--- src/hw/rtl/blsc_pkg.sv ---
package blsc_pkg;

	localparam int NUM_LEDS  = 4;
	localparam int LED_W     = 2;
	localparam int SPEED_W   = 4;
	localparam int TICK_W    = 10;

	localparam logic [SPEED_W-1:0] SPEED_MAX   = 4'd9;
	localparam logic [SPEED_W-1:0] SPEED_MIN   = 4'd0;
	localparam logic [SPEED_W-1:0] RESET_SPEED = 4'd5;

	localparam logic [LED_W-1:0] LED_LAST = LED_W'(NUM_LEDS - 1);

	// command characters
	localparam logic [7:0] CH_HELP    = 8'h3F; // '?'
	localparam logic [7:0] CH_ZERO    = 8'h30; // '0'
	localparam logic [7:0] CH_NINE    = 8'h39; // '9'
	localparam logic [7:0] CH_STOP_LO = 8'h78; // 'x'
	localparam logic [7:0] CH_STOP_UP = 8'h58; // 'X'

	typedef enum logic [1:0] {
		MODE_RX   = 2'd0,
		MODE_TICK = 2'd1,
		MODE_JOY  = 2'd2,
		MODE_NONE = 2'd3
	} mode_t;

	typedef struct packed {
		logic [SPEED_W-1:0] speed;
		logic [TICK_W-1:0]  tick_count;
		logic [LED_W-1:0]   led_pos;
		logic               moving_down;
		logic               up_was_pressed;
		logic               down_was_pressed;
	} state_t;

	typedef struct packed {
		logic [LED_W-1:0]   led_index;
		logic [SPEED_W-1:0] speed_level;
		logic               speed_changed;
		logic               help_request;
		logic               watchdog_stop;
		logic               invalid_command;
	} result_t;

endpackage

--- src/hw/rtl/bouncing_led_speed_controller.sv ---
// One request in, one result out, one request per clock sustained while
// the consumer keeps out_ready high. The state update and result are worked
// out in the cycle a request is accepted and the result is held in an output
// register; in_ready stays high while that register is empty or being taken,
// so a stalled consumer only costs cycles once the single output slot is
// full. out_valid is registered and rises in the cycle after acceptance.
module bouncing_led_speed_controller (
	input  logic       clk,
	input  logic       arst_n,
	input  logic       in_valid,
	output logic       in_ready,
	input  logic [1:0] mode,
	input  logic [7:0] rx_byte,
	input  logic       joy_up_level,
	input  logic       joy_down_level,
	output logic       out_valid,
	input  logic       out_ready,
	output logic [1:0] led_index,
	output logic [3:0] speed_level,
	output logic       speed_changed,
	output logic       help_request,
	output logic       watchdog_stop,
	output logic       invalid_command
);
	import blsc_pkg::*;

	state_t  state_q;
	state_t  state_nxt;
	result_t res_nxt;
	result_t res_q;
	logic    out_valid_q;
	logic    accept;

	assign in_ready = !out_valid_q || out_ready;
	assign accept   = in_valid && in_ready;

	blsc_step u_step (
		.cur            (state_q),
		.mode           (mode),
		.rx_byte        (rx_byte),
		.joy_up_level   (joy_up_level),
		.joy_down_level (joy_down_level),
		.nxt            (state_nxt),
		.res            (res_nxt)
	);

	always_ff @(posedge clk or negedge arst_n) begin
		if (!arst_n) begin
			state_q.speed            <= RESET_SPEED;
			state_q.tick_count       <= '0;
			state_q.led_pos          <= '0;
			state_q.moving_down      <= 1'b0;
			state_q.up_was_pressed   <= 1'b0;
			state_q.down_was_pressed <= 1'b0;
			out_valid_q              <= 1'b0;
		end else begin
			if (accept) begin
				state_q     <= state_nxt;
				out_valid_q <= 1'b1;
			end else if (out_ready) begin
				out_valid_q <= 1'b0;
			end
		end
	end

	always_ff @(posedge clk) begin
		if (accept) begin
			res_q <= res_nxt;
		end
	end

	assign out_valid       = out_valid_q;
	assign led_index       = res_q.led_index;
	assign speed_level     = res_q.speed_level;
	assign speed_changed   = res_q.speed_changed;
	assign help_request    = res_q.help_request;
	assign watchdog_stop   = res_q.watchdog_stop;
	assign invalid_command = res_q.invalid_command;

	a_speed_range: assert property (@(posedge clk) disable iff (!arst_n)
		state_q.speed <= SPEED_MAX)
		else $error("speed left its range");

	a_pulse_onehot: assert property (@(posedge clk) disable iff (!arst_n)
		out_valid_q |-> $onehot0({speed_changed, help_request, watchdog_stop,
		                          invalid_command}))
		else $error("more than one pulse in a result");

	a_accept_valid: assert property (@(posedge clk) disable iff (!arst_n)
		accept |=> out_valid_q)
		else $error("accepted request produced no result");

	a_tick_quiet: assert property (@(posedge clk) disable iff (!arst_n)
		accept && mode == MODE_TICK |=> !(speed_changed || help_request ||
		                                   watchdog_stop || invalid_command))
		else $error("tick raised a pulse");

	a_out_matches_state: assert property (@(posedge clk) disable iff (!arst_n)
		out_valid_q |-> (led_index == state_q.led_pos &&
		                 speed_level == state_q.speed))
		else $error("result out of step with state");

endmodule

--- src/hw/rtl/blsc_step.sv ---
module blsc_step (
	input  blsc_pkg::state_t  cur,
	input  logic [1:0]        mode,
	input  logic [7:0]        rx_byte,
	input  logic              joy_up_level,
	input  logic              joy_down_level,
	output blsc_pkg::state_t  nxt,
	output blsc_pkg::result_t res
);
	import blsc_pkg::*;

	logic [SPEED_W-1:0] digit;
	logic [SPEED_W:0]   spd_up;
	logic [SPEED_W-1:0] spd_mid;
	logic [TICK_W-1:0]  cnt_inc;
	logic [TICK_W-1:0]  period;
	logic               md;

	always_comb begin
		nxt     = cur;
		res     = '0;
		digit   = SPEED_W'(rx_byte - CH_ZERO);
		spd_up  = {1'b0, cur.speed} + (SPEED_W+1)'(1);
		spd_mid = cur.speed;
		cnt_inc = cur.tick_count + TICK_W'(1);
		period  = TICK_W'(1) << cur.speed;
		md      = cur.moving_down;

		case (mode_t'(mode))
			MODE_RX: begin
				if (rx_byte == CH_HELP) begin
					res.help_request = 1'b1;
				end else if (rx_byte >= CH_ZERO && rx_byte <= CH_NINE) begin
					// out-of-range digit is dropped silently
					if (digit >= SPEED_MIN && digit <= SPEED_MAX) begin
						nxt.speed         = digit;
						res.speed_changed = 1'b1;
					end
				end else if (rx_byte == CH_STOP_LO || rx_byte == CH_STOP_UP) begin
					res.watchdog_stop = 1'b1;
				end else begin
					res.invalid_command = 1'b1;
				end
			end
			MODE_TICK: begin
				nxt.tick_count = cnt_inc;
				if (cnt_inc >= period) begin
					nxt.tick_count = '0;
					if (cur.led_pos >= LED_LAST) begin
						md = 1'b1;
					end else if (cur.led_pos == '0) begin
						md = 1'b0;
					end
					nxt.moving_down = md;
					if (md) begin
						nxt.led_pos = (cur.led_pos != '0) ? cur.led_pos - LED_W'(1) : '0;
					end else begin
						nxt.led_pos = cur.led_pos + LED_W'(1);
					end
				end
			end
			MODE_JOY: begin
				// up release first, then down release on the updated speed
				if (cur.up_was_pressed && !joy_up_level &&
				    spd_up <= {1'b0, SPEED_MAX}) begin
					spd_mid           = SPEED_W'(spd_up);
					res.speed_changed = 1'b1;
				end
				nxt.speed = spd_mid;
				if (cur.down_was_pressed && !joy_down_level && spd_mid != '0 &&
				    (spd_mid - SPEED_W'(1)) >= SPEED_MIN) begin
					nxt.speed         = spd_mid - SPEED_W'(1);
					res.speed_changed = 1'b1;
				end
				nxt.up_was_pressed   = joy_up_level;
				nxt.down_was_pressed = joy_down_level;
			end
			default: begin
			end
		endcase

		res.led_index   = nxt.led_pos;
		res.speed_level = nxt.speed;
	end

endmodule
--- config.mk ---
export PLATFORM = sky130hd
export DESIGN_NAME = bouncing_led_speed_controller
export DESIGN_NICKNAME = d
export VERILOG_FILES = /design/src/hw/rtl/blsc_pkg.sv /design/src/hw/rtl/bouncing_led_speed_controller.sv /design/src/hw/rtl/blsc_step.sv
export SDC_FILE = /design/constraint.sdc
export NUM_CORES = 1
export LEC_CHECK = 0
export BUFFER_PORTS_ARGS = -buffer_cell sky130_fd_sc_hd__buf_2
export CAP_MARGIN = 20
export CORE_MARGIN = 8
export CORE_UTILIZATION = 45
export CTS_CLUSTER_SIZE = 12
export DETAILED_ROUTE_END_ITERATION = 8
export HOLD_SLACK_MARGIN = 0.12
export PLACE_DENSITY = 0.66
export SYNTH_ARGS = -nofsm -noshare
export SYNTH_HDL_FRONTEND = slang
export SYNTH_SLANG_ARGS = --single-unit
--- constraint.sdc ---
create_clock -name clk -period 2.9 [get_ports clk]
set_clock_uncertainty 0.1 [all_clocks]
set_input_delay 0.145 -clock clk [delete_from_list [all_inputs] [get_ports clk]]
set_output_delay 0.145 -clock clk [all_outputs]
set_load 0.01 [all_outputs]
==> key figures <==
Status
  • Status: finished, final reports clean

GRT
  • Global-route wire length before repair: 9470 µm
  • Vias in the first global route: 2104
  • Largest net degree at the start of global routing: 21
  • Initial antenna violation count: 0
  • Global route overflow: 0
  • Gr usage total: approximately 15%

STA
  • Fin. max-slew vios: 0
  • Final period util: 96.3%
  • Worst slew pin tran: 0.534 ns
  • Max_slew headroom: 64.4%
  • Fin worst setup slack: 0.109 ns
  • Max Clk Rate: 0.358 GHz
  • Worst hold slack: 0.139 ns
  • Final Hold Fails: 0
  • Final setup vio count: 0
  • Tmin final: approximately 2.8 ns

Critical path
  • CP Cell Sequence: and3_4, nand3_4, nor2_4, nand3_2, xnor2_2, ha_1, a2111o_1, a211oi_2, o21ai_2, and2_4, a32o_1
  • Slowest stage delay, CP: between 0.4 and 0.5 ns
  • Startpoint types: flop
  • Top delay family on crit path: compound AO/OA/AOI/OAI gates
  • R2R Path Start: state_q[9]
  • Max FO, Critical Path: 7
  • Critical Path RT: 2.84 ns
  • Critical path class: flop to flop
  • Reg2reg path depth: 11
  • Reg2reg end: led_index[0]
  • Worst R2R Setup Slack: about 0.11 ns
  • Critical path depth: 11
  • Buf+Inv Stages, Crit Path: 0
  • WP data arrival: 2.73 ns
  • Crit. End Element: flop
  • Slowest CP cell: a2111o_1

Cells and area
  • Finished layout cell area: 0.00283 mm²
  • Finished Layout Cells: roughly 380
  • Most common cell after layout, fill and taps aside: nand2_1
  • Commonest non-fill, non-tap cells in the layout: 33 x nand2_1, 27 x buf_2, 19 x ha_1
  • Ant. Diodes: 0
  • Layout cells sized above 1: 26.0%
  • Synthesis-to-layout area growth: 20.0%
  • Layout Nets: 343

Power
  • P_leak: ~1.2 nW
  • Maximum VDD drop: 0.372 mV
  • Pwr Total: 0.00221 W
  • PD cells: between 700 and 800 mW/mm²

Floorplanning
  • I/O pin count: 28
  • DIE HEIGHT: approximately 88 µm
  • Die area: ~0.0078 mm²
  • Die width: approximately 88 µm
  • Initial Util: 46.4%
  • Core area: 0.00507 mm²
  • Rows: 26

Logic synthesis
  • Sequential share of the synthesized area: 34.1%
  • Post-synth EDFFs: 10
  • Yosys reg bits: 30
  • Post-synthesis average cell area: 9.07 µm²
  • Synth unique cells: 58
  • FFs w/ async S/R, synth: 66.7%
  • Mapped Area: between 0.002 and 0.0025 mm²
  • Leading register cell type out of synthesis: dfrtp_1
  • Syn Inst Count: 260
  • Number of synthesis warnings: 0
  • Post-Synthesis Net Count: 296

Clock tree
  • Num CTS Buffers: 5
  • Clk_lat worst skew: about 0.28 ns
  • H-tree level count: 2
  • CTS tree: built
  • CTS Root Cell: clkbuf_8
  • Clock tree sinks: 30
  • Worst-path clk slew: roughly 0.06 ns
  • Max Buffers Root-to-Sink: 2

Min path
  • WHS Path Cells: 3
  • Tightest Hold Check Type: primary input to flop
  • Hold_sp: rx_byte[3]
  • Worst hold path endpoint: state_q[16]

Place
  • Pre-CTS setup slack: 0.0369 ns
  • Dpl cells: 363
  • Port Buf Inserts: 27
  • Routability cong.: 0.883
  • DP Wirelength: around 4200 µm
  • Placed cell areas: 0.00265 mm²

Routing
  • DR vias: 2078
  • DRT Pass-1 Iters: 4
  • ANT nets after route: 0
  • DRC: 0
  • Post-DR vias/cell: roughly 5.5
  • WL final: 5540 µm
  • DRC violation total after the first TritonRoute iteration: around 70
  • Routed WL per cell: about 15 µm

Job
  • Total of max-cap violations: 0
==> cell families after synthesis <==
group | after synthesis | synth area share (%)
compound gates | 68 | 21.0
simple gates | 110 | 24.3
flops | 30 | 34.1
mux | 5 | 2.49
xor+xnor | 9 | 3.66
buf+inv | 18 | 3.87
fa+ha+maj | 20 | 10.6
==> sequential cells by signal, indices dropped and copies added (netlist names) <==
register         flops
watchdog_stop        1
invalid_command      1
help_request         1
speed_level          4
out_valid            1
led_index            2
state_q             19
speed_changed        1
==> area by class of cell <==
type | count | area [µm²]
Fill cell | 481 | 2250
Multi-Input combinational cell | 212 | 1510
Sequential cell | 30 | 805
Timing Repair Buffer | 49 | 313
Tap cell | 70 | 87.6
Clock buffer | 6 | 72.6
Inverter | 9 | 33.8
Clock inverter | 2 | 8.76
==> worst register-to-register path, stage by stage (launching register included) <==
cell and delay [ns]:
dfrtp_1 0.40, and3_4 0.23, nand3_4 0.11, nor2_4 0.12
nand3_2 0.10, xnor2_2 0.15, ha_1 0.29, a2111o_1 0.41
a211oi_2 0.18, o21ai_2 0.09, and2_4 0.17, a32o_1 0.21
==> metrics by stage <==
stage	util [%]	setup TNS (ns)
after global routing	55.7	-0.178
after detailed placement	52.2	0
after floorplan	-	0
final	55.7	0
after CTS	54.8	0
after global placement	52.2	0
==> power breakdown <==
part	switching [W]	internal [W]	total, W
clock	0.000160	0.000165	0.000324
combinational	0.000684	0.000558	0.00124
sequential	0.0000821	0.000558	0.000640
total	0.000926	0.00128	0.00221
==> how the worst max path moves through the flow <==
stage               startpoint            to
floorplan           state_q[7]  led_index[0]
global placement    state_q[8]  led_index[0]
detailed placement  state_q[8]  led_index[0]
CTS                 state_q[8]  led_index[0]
global route        state_q[6]  led_index[0]
finish              state_q[9]  led_index[0]
==> metal layers <==
layer / GRT usage [%] / vias up / part of all wire, %
met5: 0 / - / 0
met4: 5.99 / 0 / 1.5
met3: 2.97 / 9 / 2.9
met2: 26.0 / 44 / 50
met1: 18.5 / 979 / 46
li1: - / 1046 / -
==> timing repair <==
action,CTS,global route
hold buffers,5,0
hold endpoints to repair,23,0
buffers inserted,0,2
gates resized for setup,0,8
endpoints found under the setup margin,0,14
==> Yosys cell counts, types with 4 or more instances <==
cell type	number	area (µm²)
inv_1	9	33.8
a21oi_1	10	50.1
o21ai_0	15	75.1
nand2_1	33	124
buf_2	4	20.0
nand2b_1	10	62.6
a21o_1	5	37.5
nand4_1	5	31.3
nand3_1	12	60.1
dfrtp_1	18	450
nor3_1	6	30.0
a31o_2	4	35.0
edfxtp_1	10	300
ha_1	20	250
nor2b_1	8	50.1
nor2_1	17	63.8
xnor2_1	5	43.8
Note: power is estimated with default switching activity, not from simulation.
